[src/assert_macros.svh]
// ============================================================================
// Assertion macros
// Shared concurrent assertion forms for the step detector.
// ============================================================================
`ifndef ASSERT_MACROS_SVH
`define ASSERT_MACROS_SVH

// The consequent must hold in the same cycle as the antecedent.
`define AMSD_ASSERT_IMPLIES(label, clk, rst, ante, cons) \
   label: assert property (@(posedge clk) disable iff (rst) (ante) |-> (cons)) \
      else $error("assertion failed");

// The consequent must hold in the cycle after the antecedent.
`define AMSD_ASSERT_NEXT(label, clk, rst, ante, cons) \
   label: assert property (@(posedge clk) disable iff (rst) (ante) |=> (cons)) \
      else $error("assertion failed");

`endif

[src/amsd_pkg.sv]
// ============================================================================
// amsd_pkg
// Types, constants and codes shared by the step detector modules.
// ============================================================================
`default_nettype none

package amsd_pkg;

   // Fixed widths of the ports.
   localparam int ACCEL_W       = 16;
   localparam int STEP_TOTAL_W  = 32;
   localparam int MAGNITUDE_W   = 16;
   localparam int THRESHOLD_W   = 16;
   localparam int HOLDOFF_W     = 8;
   localparam int CSR_INDEX_W   = 1;
   localparam int CSR_DATA_W    = 16;

   // Defaults for the top level parameters.
   localparam int SAMPLE_WIDTH_DEFAULT = 16;
   localparam int QUEUE_DEPTH_DEFAULT  = 2;

   // Register reset values.
   localparam logic [THRESHOLD_W-1:0] RISE_THRESHOLD_RESET = 16'd1000;
   localparam logic [HOLDOFF_W-1:0]   HOLDOFF_SAMPLES_RESET = 8'd20;

   // Register indexes on the configuration port.
   typedef enum logic [CSR_INDEX_W-1:0] {
      CSR_RISE_THRESHOLD  = 1'b0,
      CSR_HOLDOFF_SAMPLES = 1'b1
   } csr_index_type;

   // Configuration handed to the back end.
   typedef struct packed {
      logic [THRESHOLD_W-1:0] rise_threshold;
      logic [HOLDOFF_W-1:0]   holdoff_samples;
   } csr_type;

   // Front end sequencer states.
   typedef enum logic [2:0] {
      F_IDLE,
      F_SQ_X,
      F_SQ_Y,
      F_SQ_Z,
      F_ACC,
      F_PUSH
   } front_state_type;

   // Back end sequencer states.
   typedef enum logic [1:0] {
      B_IDLE,
      B_ROOT,
      B_DONE
   } back_state_type;

endpackage

`default_nettype wire

[src/amsd_front.sv]
// ============================================================================
// amsd_front
// Takes one sample, forms the sum of the squared axis values with one shared
// multiplier and pushes the sum into the queue.
// ============================================================================
`default_nettype none

module amsd_front #(
   parameter int SAMPLE_WIDTH = amsd_pkg::SAMPLE_WIDTH_DEFAULT
) (
   input  wire logic                        clock,
   input  wire logic                        reset,
   input  wire logic                        req_push,
   output logic                             req_full,
   input  wire logic [amsd_pkg::ACCEL_W-1:0] req_accel_x,
   input  wire logic [amsd_pkg::ACCEL_W-1:0] req_accel_y,
   input  wire logic [amsd_pkg::ACCEL_W-1:0] req_accel_z,
   output logic                             q_push,
   output logic [2*SAMPLE_WIDTH-1:0]        q_data,
   input  wire logic                        q_full
);

   localparam int SW = SAMPLE_WIDTH;

   amsd_pkg::front_state_type state_ff, state_in;

   logic [SW-1:0]   abs_x_ff, abs_y_ff, abs_z_ff;
   logic [SW-1:0]   abs_x_in, abs_y_in, abs_z_in;
   logic [SW-1:0]   mul_op;
   logic [2*SW-1:0] prod_ff;
   logic [2*SW-1:0] acc_ff;
   logic            accept;

   // Absolute values of the low SAMPLE_WIDTH bits of each axis, read as signed.
   always_comb begin
      abs_x_in = req_accel_x[SW-1] ? (~req_accel_x[SW-1:0] + 1'b1) : req_accel_x[SW-1:0];
      abs_y_in = req_accel_y[SW-1] ? (~req_accel_y[SW-1:0] + 1'b1) : req_accel_y[SW-1:0];
      abs_z_in = req_accel_z[SW-1] ? (~req_accel_z[SW-1:0] + 1'b1) : req_accel_z[SW-1:0];
   end

   assign req_full = (state_ff != amsd_pkg::F_IDLE);
   assign accept   = req_push && !req_full;
   assign q_data   = acc_ff;

   // Sequencer state register.
   always_ff @(posedge clock) begin
      if (reset) begin
         state_ff <= amsd_pkg::F_IDLE;
      end else begin
         state_ff <= state_in;
      end
   end

   // Next state, multiplier operand and queue push.
   always_comb begin
      state_in = state_ff;
      mul_op   = abs_x_ff;
      q_push   = 1'b0;
      unique case (state_ff)
         amsd_pkg::F_IDLE: begin
            if (accept) begin
               state_in = amsd_pkg::F_SQ_X;
            end
         end
         amsd_pkg::F_SQ_X: begin
            mul_op   = abs_x_ff;
            state_in = amsd_pkg::F_SQ_Y;
         end
         amsd_pkg::F_SQ_Y: begin
            mul_op   = abs_y_ff;
            state_in = amsd_pkg::F_SQ_Z;
         end
         amsd_pkg::F_SQ_Z: begin
            mul_op   = abs_z_ff;
            state_in = amsd_pkg::F_ACC;
         end
         amsd_pkg::F_ACC: begin
            state_in = amsd_pkg::F_PUSH;
         end
         amsd_pkg::F_PUSH: begin
            if (!q_full) begin
               q_push   = 1'b1;
               state_in = amsd_pkg::F_IDLE;
            end
         end
         default: begin
            state_in = amsd_pkg::F_IDLE;
         end
      endcase
   end

   // Sample capture, squaring and accumulation.
   always_ff @(posedge clock) begin
      if (accept) begin
         abs_x_ff <= abs_x_in;
         abs_y_ff <= abs_y_in;
         abs_z_ff <= abs_z_in;
      end
      prod_ff <= mul_op * mul_op;
      if (state_ff == amsd_pkg::F_SQ_Y) begin
         acc_ff <= prod_ff;
      end else if (state_ff == amsd_pkg::F_SQ_Z || state_ff == amsd_pkg::F_ACC) begin
         acc_ff <= acc_ff + prod_ff;
      end
   end

endmodule

`default_nettype wire

[src/amsd_queue.sv]
// ============================================================================
// amsd_queue
// Short first-in first-out queue of squared sums between front and back end.
// ============================================================================
`default_nettype none

module amsd_queue #(
   parameter int WIDTH = 2 * amsd_pkg::SAMPLE_WIDTH_DEFAULT,
   parameter int DEPTH = amsd_pkg::QUEUE_DEPTH_DEFAULT
) (
   input  wire logic             clock,
   input  wire logic             reset,
   input  wire logic             push,
   input  wire logic [WIDTH-1:0] push_data,
   output logic                  full,
   input  wire logic             pop,
   output logic [WIDTH-1:0]      pop_data,
   output logic                  empty
);

   localparam int PTR_W = (DEPTH > 1) ? $clog2(DEPTH) : 1;
   localparam int CNT_W = $clog2(DEPTH + 1);

   logic [WIDTH-1:0] store_ff [DEPTH];
   logic [PTR_W-1:0] wr_ptr_ff, rd_ptr_ff;
   logic [CNT_W-1:0] count_ff;
   logic             do_push, do_pop;

   assign full     = (count_ff == CNT_W'(DEPTH));
   assign empty    = (count_ff == '0);
   assign do_push  = push && !full;
   assign do_pop   = pop && !empty;
   assign pop_data = store_ff[rd_ptr_ff];

   // Pointers and fill count.
   always_ff @(posedge clock) begin
      if (reset) begin
         wr_ptr_ff <= '0;
         rd_ptr_ff <= '0;
         count_ff  <= '0;
      end else begin
         if (do_push) begin
            wr_ptr_ff <= (wr_ptr_ff == PTR_W'(DEPTH - 1)) ? '0 : wr_ptr_ff + 1'b1;
         end
         if (do_pop) begin
            rd_ptr_ff <= (rd_ptr_ff == PTR_W'(DEPTH - 1)) ? '0 : rd_ptr_ff + 1'b1;
         end
         if (do_push && !do_pop) begin
            count_ff <= count_ff + 1'b1;
         end else if (do_pop && !do_push) begin
            count_ff <= count_ff - 1'b1;
         end
      end
   end

   // Entry storage.
   always_ff @(posedge clock) begin
      if (do_push) begin
         store_ff[wr_ptr_ff] <= push_data;
      end
   end

endmodule

`default_nettype wire

[src/amsd_back.sv]
// ============================================================================
// amsd_back
// Takes a squared sum from the queue, extracts its square root in steps of
// two radicand bits, runs the step detection and holds the result word.
// ============================================================================
`default_nettype none

module amsd_back #(
   parameter int SAMPLE_WIDTH = amsd_pkg::SAMPLE_WIDTH_DEFAULT
) (
   input  wire logic                                clock,
   input  wire logic                                reset,
   input  wire amsd_pkg::csr_type                   csr,
   input  wire logic [2*SAMPLE_WIDTH-1:0]           q_data,
   input  wire logic                                q_empty,
   output logic                                     q_pop,
   output logic                                     rsp_empty,
   input  wire logic                                rsp_pop,
   output logic [amsd_pkg::STEP_TOTAL_W-1:0]        rsp_step_total,
   output logic                                     rsp_step_seen,
   output logic [amsd_pkg::MAGNITUDE_W-1:0]         rsp_magnitude
);

   localparam int SW    = SAMPLE_WIDTH;
   localparam int REM_W = SW + 3;
   localparam int ITR_W = $clog2(SW);

   amsd_pkg::back_state_type state_ff, state_in;

   logic [2*SW-1:0]                   rad_ff;
   logic [REM_W-1:0]                  rem_ff, rem_sh, trial;
   logic [SW-1:0]                     root_ff;
   logic [ITR_W-1:0]                  iter_ff;
   logic                              load, step, finish, fits;

   logic                              res_valid_ff;
   logic [amsd_pkg::STEP_TOTAL_W-1:0] res_total_ff;
   logic                              res_seen_ff;
   logic [amsd_pkg::MAGNITUDE_W-1:0]  res_mag_ff;

   logic [amsd_pkg::MAGNITUDE_W-1:0]  last_mag_ff;
   logic                              hold_act_ff;
   logic [amsd_pkg::HOLDOFF_W-1:0]    hold_cnt_ff;
   logic [amsd_pkg::STEP_TOTAL_W-1:0] steps_ff;

   logic [amsd_pkg::MAGNITUDE_W-1:0]  mag;
   logic [amsd_pkg::MAGNITUDE_W:0]    limit;
   logic                              seen, act_now;
   logic                              hold_act_in;
   logic [amsd_pkg::HOLDOFF_W-1:0]    hold_cnt_in;
   logic [amsd_pkg::STEP_TOTAL_W-1:0] steps_in;

   // Sequencer state register.
   always_ff @(posedge clock) begin
      if (reset) begin
         state_ff <= amsd_pkg::B_IDLE;
      end else begin
         state_ff <= state_in;
      end
   end

   // Next state and strobes.
   always_comb begin
      state_in = state_ff;
      load     = 1'b0;
      step     = 1'b0;
      finish   = 1'b0;
      unique case (state_ff)
         amsd_pkg::B_IDLE: begin
            if (!q_empty) begin
               load     = 1'b1;
               state_in = amsd_pkg::B_ROOT;
            end
         end
         amsd_pkg::B_ROOT: begin
            step = 1'b1;
            if (iter_ff == '0) begin
               state_in = amsd_pkg::B_DONE;
            end
         end
         amsd_pkg::B_DONE: begin
            if (!res_valid_ff || rsp_pop) begin
               finish   = 1'b1;
               state_in = amsd_pkg::B_IDLE;
            end
         end
         default: begin
            state_in = amsd_pkg::B_IDLE;
         end
      endcase
   end

   assign q_pop = load;

   // One restoring square root step: bring down two bits and try to subtract.
   assign rem_sh = {rem_ff[REM_W-3:0], rad_ff[2*SW-1 -: 2]};
   assign trial  = REM_W'({root_ff, 2'b01});
   assign fits   = (rem_sh >= trial);

   always_ff @(posedge clock) begin
      if (load) begin
         rad_ff  <= q_data;
         rem_ff  <= '0;
         root_ff <= '0;
         iter_ff <= ITR_W'(SW - 1);
      end else if (step) begin
         rad_ff  <= rad_ff << 2;
         rem_ff  <= fits ? (rem_sh - trial) : rem_sh;
         root_ff <= {root_ff[SW-2:0], fits};
         iter_ff <= iter_ff - 1'b1;
      end
   end

   // Step detection against the previous magnitude and the holdoff.
   always_comb begin
      mag     = amsd_pkg::MAGNITUDE_W'(root_ff);
      limit   = {1'b0, last_mag_ff} + {1'b0, csr.rise_threshold};
      seen    = !hold_act_ff && ({1'b0, mag} > limit);
      act_now = hold_act_ff || seen;
      steps_in    = steps_ff + {{(amsd_pkg::STEP_TOTAL_W-1){1'b0}}, seen};
      hold_act_in = act_now;
      hold_cnt_in = hold_cnt_ff;
      if (act_now) begin
         if (hold_cnt_ff < csr.holdoff_samples) begin
            hold_cnt_in = hold_cnt_ff + 1'b1;
         end else begin
            hold_cnt_in = '0;
            hold_act_in = 1'b0;
         end
      end
   end

   // Detector state, updated once per sample as its result is written.
   always_ff @(posedge clock) begin
      if (reset) begin
         last_mag_ff <= '0;
         hold_act_ff <= 1'b0;
         hold_cnt_ff <= '0;
         steps_ff    <= '0;
      end else if (finish) begin
         last_mag_ff <= mag;
         hold_act_ff <= hold_act_in;
         hold_cnt_ff <= hold_cnt_in;
         steps_ff    <= steps_in;
      end
   end

   // Result register towards the receiver.
   always_ff @(posedge clock) begin
      if (reset) begin
         res_valid_ff <= 1'b0;
      end else if (finish) begin
         res_valid_ff <= 1'b1;
      end else if (rsp_pop) begin
         res_valid_ff <= 1'b0;
      end
   end

   always_ff @(posedge clock) begin
      if (finish) begin
         res_total_ff <= steps_in;
         res_seen_ff  <= seen;
         res_mag_ff   <= mag;
      end
   end

   assign rsp_empty      = !res_valid_ff;
   assign rsp_step_total = res_total_ff;
   assign rsp_step_seen  = res_seen_ff;
   assign rsp_magnitude  = res_mag_ff;

endmodule

`default_nettype wire

[src/accel_magnitude_step_detector_top.sv]
// ============================================================================
// accel_magnitude_step_detector_top
// Pedometer step detector on the magnitude of three-axis accelerometer words.
// ============================================================================
// Usage:
// The request side is a queue input: a sample word is taken at a clock edge
// with req_push high and req_full low. The response side is a queue output:
// while rsp_empty is low the oldest result word is on the rsp_ ports, and it
// is consumed at an edge with rsp_pop high. Every sample gives one result.
// The front end holds req_full high after taking a sample while its single
// multiplier squares the three axes and the sum is pushed into a queue of
// QUEUE_DEPTH entries (two by default). The back end loads a word, performs
// one square root step per cycle for each root bit, then finishes it, and
// takes the next word from the queue only after that.
// A stalled receiver keeps the result register full; the back end then holds
// its finished word, the queue fills and req_full stays high until rsp_pop.
// The csr_ port writes a register at any edge with csr_we high and should be
// used only while no sample is in flight.
// Reset clears the step count, holdoff and previous magnitude, restores the
// default threshold and holdoff length, and empties both sides.
// ============================================================================
`default_nettype none

`include "assert_macros.svh"

module accel_magnitude_step_detector_top #(
   parameter int SAMPLE_WIDTH = amsd_pkg::SAMPLE_WIDTH_DEFAULT,
   parameter int QUEUE_DEPTH  = amsd_pkg::QUEUE_DEPTH_DEFAULT
) (
   input  wire logic                                 clock,
   input  wire logic                                 reset,
   input  wire logic                                 req_push,
   output logic                                      req_full,
   input  wire logic [amsd_pkg::ACCEL_W-1:0]         req_accel_x,
   input  wire logic [amsd_pkg::ACCEL_W-1:0]         req_accel_y,
   input  wire logic [amsd_pkg::ACCEL_W-1:0]         req_accel_z,
   output logic                                      rsp_empty,
   input  wire logic                                 rsp_pop,
   output logic [amsd_pkg::STEP_TOTAL_W-1:0]         rsp_step_total,
   output logic                                      rsp_step_seen,
   output logic [amsd_pkg::MAGNITUDE_W-1:0]          rsp_magnitude,
   input  wire logic                                 csr_we,
   input  wire logic [amsd_pkg::CSR_INDEX_W-1:0]     csr_index,
   input  wire logic [amsd_pkg::CSR_DATA_W-1:0]      csr_wdata
);

   amsd_pkg::csr_type csr_ff;

   logic                    f_push;
   logic [2*SAMPLE_WIDTH-1:0] f_data;
   logic                    q_full;
   logic                    q_pop;
   logic [2*SAMPLE_WIDTH-1:0] q_data;
   logic                    q_empty;

   // Configuration registers.
   always_ff @(posedge clock) begin
      if (reset) begin
         csr_ff.rise_threshold  <= amsd_pkg::RISE_THRESHOLD_RESET;
         csr_ff.holdoff_samples <= amsd_pkg::HOLDOFF_SAMPLES_RESET;
      end else if (csr_we) begin
         unique case (amsd_pkg::csr_index_type'(csr_index))
            amsd_pkg::CSR_RISE_THRESHOLD: begin
               csr_ff.rise_threshold <= csr_wdata[amsd_pkg::THRESHOLD_W-1:0];
            end
            amsd_pkg::CSR_HOLDOFF_SAMPLES: begin
               csr_ff.holdoff_samples <= csr_wdata[amsd_pkg::HOLDOFF_W-1:0];
            end
            default: begin
               csr_ff <= csr_ff;
            end
         endcase
      end
   end

   // Front end: sample capture and sum of squares.
   amsd_front #(
      .SAMPLE_WIDTH (SAMPLE_WIDTH)
   ) u_front (
      .clock       (clock),
      .reset       (reset),
      .req_push    (req_push),
      .req_full    (req_full),
      .req_accel_x (req_accel_x),
      .req_accel_y (req_accel_y),
      .req_accel_z (req_accel_z),
      .q_push      (f_push),
      .q_data      (f_data),
      .q_full      (q_full)
   );

   // Queue between the two halves.
   amsd_queue #(
      .WIDTH (2 * SAMPLE_WIDTH),
      .DEPTH (QUEUE_DEPTH)
   ) u_queue (
      .clock     (clock),
      .reset     (reset),
      .push      (f_push),
      .push_data (f_data),
      .full      (q_full),
      .pop       (q_pop),
      .pop_data  (q_data),
      .empty     (q_empty)
   );

   // Back end: square root, detection and result register.
   amsd_back #(
      .SAMPLE_WIDTH (SAMPLE_WIDTH)
   ) u_back (
      .clock          (clock),
      .reset          (reset),
      .csr            (csr_ff),
      .q_data         (q_data),
      .q_empty        (q_empty),
      .q_pop          (q_pop),
      .rsp_empty      (rsp_empty),
      .rsp_pop        (rsp_pop),
      .rsp_step_total (rsp_step_total),
      .rsp_step_seen  (rsp_step_seen),
      .rsp_magnitude  (rsp_magnitude)
   );

   // Assertions.
   `AMSD_ASSERT_IMPLIES(a_push_has_room, clock, reset, f_push, !q_full)
   `AMSD_ASSERT_IMPLIES(a_pop_has_word, clock, reset, q_pop, !q_empty)
   `AMSD_ASSERT_IMPLIES(a_step_needs_rise, clock, reset, !rsp_empty && rsp_step_seen, rsp_magnitude != '0)

endmodule

`default_nettype wire
[config.mk]
export PLATFORM = sky130hd
export DESIGN_NAME = accel_magnitude_step_detector_top
export DESIGN_NICKNAME = d
export VERILOG_FILES = /design/src/amsd_pkg.sv /design/src/amsd_front.sv /design/src/amsd_queue.sv /design/src/amsd_back.sv /design/src/accel_magnitude_step_detector_top.sv
export VERILOG_INCLUDE_DIRS = /design/src /design/src/src
export SDC_FILE = /design/constraint.sdc
export NUM_CORES = 1
export LEC_CHECK = 0
export BUFFER_PORTS_ARGS = -buffer_cell sky130_fd_sc_hd__buf_2
export CORE_MARGIN = 2
export CORE_UTILIZATION = 63
export DETAILED_ROUTE_END_ITERATION = 7
export HOLD_SLACK_MARGIN = 0.03
export PLACE_DENSITY_LB_ADDON = 0.12
export SYNTH_ARGS = -nofsm -noshare
export SYNTH_HDL_FRONTEND = slang
export SYNTH_SLANG_ARGS = --single-unit
[constraint.sdc]
create_clock -name clock -period 9.3 [get_ports clock]
set_input_delay 0.93 -clock clock [delete_from_list [all_inputs] [get_ports clock]]
set_output_delay 0.93 -clock clock [all_outputs]
set_load 0.02 [all_outputs]
==> flow_metrics.py <==
metrics = {
    "global_routing": {
        "grt_pass1_vias": 18200,
        "grt_util_all_layers_pct": 26.7,
        "grt_pass1_wl_mm": 89.8,
        "grt_max_degree": 92,
        "grt_overflow": 0,
        "antenna_found_initial": 0,
    },
    "route": {
        "wirelength_mm": 55.0,
        "num_vias": 18300,
        "wl_per_cell_um": 17.1,
        "ant_nets": 0,
        "dr.first_iter.drc_count": 1164,
        "drt_pass1_iterations": 7,
        "drc_errors": 0,
        "viasPerCell": 5.66,
    },
    "sta": {
        "hold_violations": 0,
        "fin_setup_tns_ns": 0,
        "fmax_ghz": 0.121,
        "slew_headroom_pct": 30.9,
        "setup_violations": 0,
        "fin_crit_sh_pct": 88.6,
        "rsz0062_at_grt": "false",
        "min_period_ns": 8.24,
        "slew_violations": 0,
        "worst_pin_slew_ns": 1.03,
        "finClkSkew_ns": 0.0126,
    },
    "cts": {
        "clkSinkCount": 385,
        "htreeDepth": 2,
        "cts_max_path_buffers": 3,
        "cts_tree": "yes",
        "numCtsBuffers": 41,
        "hold_buffers": 0,
        "cts.repair.resized": 0,
        "clk_latency_ns": 0.56,
        "clk_pin_slew_ns": 0.06,
        "post_cts_buffers": 0,
        "cts_root_buffer": "clkbuf_16",
    },
    "synthesis": {
        "synth_edf_count": 225,
        "synth_ff_type": "edfxtp_1",
        "netlist_area_um2": 25600,
        "synth_nets": 2987,
        "syn_avg_cell_area_um2": 9.99,
        "ys_async_sr_fraction_pct": 0,
        "ys_seq_area_share_pct": 38.9,
        "yosysWarnings": 0,
        "netlist_instances": 2560,
        "ys_seq_elements": 385,
        "synth.distinct_cells": 76,
    },
    "floorplanning": {
        "start_util_pct": 64.1,
        "die_area_um2": 42200,
        "boundaryPins": 121,
        "num_rows": 73,
        "die_h_um": 205,
        "fp.dieW_um": 205,
        "core_um2": 39900,
    },
    "final_layout": {
        "layout_common_cells": "nand2_1, inv_1, edfxtp_1, ha_1, nor2_1",
        "drive_above_1_share_pct": 9.08,
        "syn_to_final_growth_pct": 9.71,
        "layout_commonest_cell": "nand2_1",
        "fin_nets": 3092,
        "layoutNonFillerInstCount": 3224,
    },
    "place": {
        "port_buffers": 120,
        "dp_hpwl_mm": 41.9,
        "gp_congestion": 0.943,
        "dp_cells": 3147,
    },
    "critical_path": {
        "rrSetupSlack_ns": 1.06,
        "cp-start-kind": "register",
        "path_class": "register to register",
        "critPathArrivalTime_ns": 8.71,
        "cp-end-kind": "register",
        "cp_data_required_time_ns": 9.78,
        "cp_max_fo": 28,
    },
    "hold_path": {
        "min_path_type": "register to register",
    },
    "run": {
        "cap_violations": 0,
    },
    "outcome": {
        "outcome": "completed",
    },
}
## worst max-delay path, stage by stage (launching register included)
cell,delay (ns)
dfxtp_1,0.44
nand2b_1,0.78
o21a_1,0.55
clkinv_1,0.44
nand2_1,0.24
inv_1,0.07
fa_1,0.48
fa_1,0.53
fa_1,0.52
fa_1,0.52
fa_1,0.54
inv_1,0.05
fa_1,0.52
inv_1,0.04
ha_1,0.35
a21o_1,0.18
a21o_1,0.16
a21o_1,0.18
a31o_2,0.26
a211oi_1,0.49
o211ai_1,0.22
a31o_2,0.27
a21oi_1,0.16
xnor2_1,0.13
## cells in the mapped netlist (21+ instances only)
master,instances,area (um^2)
dfxtp_1,160,3200
o21a_1,32,240
nor3_1,21,105
a21o_1,48,360
xnor2_1,112,981
edfxtp_1,225,6760
nand2_1,303,1140
nor2_1,175,657
a21oi_1,122,611
mux2i_1,63,631
xor2_1,75,657
ha_1,192,2400
nand2b_1,23,144
fa_1,165,3300
or3_1,26,163
nand3_1,59,295
clkbuf_1,63,236
inv_1,303,1140
o21ai_0,156,781
## layout make-up
cell class / instances / area [um^2]
Timing Repair Buffer: 139 / 743
Fill cell: 2976 / 11900
Inverter: 310 / 1160
Antenna cell: 1 / 2.50
Sequential cell: 385 / 9960
Multi-Input combinational cell: 1788 / 14200
Clock inverter: 18 / 171
Clock buffer: 58 / 1180
Tap cell: 525 / 657
## through the flow
| step | hold WS [ns] | area, um^2 | util (%) | setup slack, ns |
|---|---|---|---|---|
| 2_1_floorplan | 0.429 | 25600 | - | 2.05 |
| 3_3_place_gp | 0.444 | 26700 | 66.9 | 1.28 |
| 3_5_place_dp | 0.455 | 26700 | 66.9 | 1.23 |
| 4_1_cts | 0.463 | 28100 | 70.3 | 1.17 |
| 5_1_grt | 0.484 | 28100 | 70.3 | 0.597 |
| 6_report | 0.460 | 28100 | 70.3 | 1.06 |
## worst paths after layout
path	startpoint	endpoint	depth (start not counted)
setup / recovery	u_front.state_ff[2]	u_front.prod_ff[30]	23
hold / removal	csr_ff[6]	csr_ff[6]	2
setup reg to reg	u_front.state_ff[2]	u_front.prod_ff[30]	23
hold reg to reg	csr_ff[6]	csr_ff[6]	2
## cells by family after synthesis
group	after synthesis	synth area share [%]
XOR/XNOR	187	6.40
AND/OR/NAND/NOR	709	12.5
adder cells (fa/ha/maj)	357	22.3
flip-flops	385	38.9
buffers and inverters	387	5.72
multiplexers	67	2.64
AO/OA/AOI/OAI	468	11.4
## state kept, by name (all words and copies together), names as in the netlist, 2 cells and up, named ones only
signal and count:
u_queue.count_ff 2, u_front.q_data 32, u_back.rsp_step_total 32, u_queue.store_ff 64, u_front.abs_x_ff 16, u_front.abs_y_ff 16
u_back.rsp_magnitude 16, u_back.mag 16, u_front.abs_z_ff 16, csr_ff 24, u_back.last_mag_ff 16, u_back.state_ff 2
u_back.hold_cnt_ff 8, u_front.state_ff 3, u_back.rem_ff 17, u_back.steps_ff 32, u_front.prod_ff 31, u_back.rad_ff 32
u_back.iter_ff 4
## routing by layer
layer	track usage, %	wire, um	vias up	part of all wire, %
li1	-	-	8891	-
met1	34.1	23200	8857	42
met2	47.2	28200	413	51
met3	3.28	2140	98	3.9
met4	8.40	1470	0	2.7
met5	0	0	-	0
Power is not shown: default switching activity piles up to over one toggle a cycle in this logic, so the estimate is an artifact.
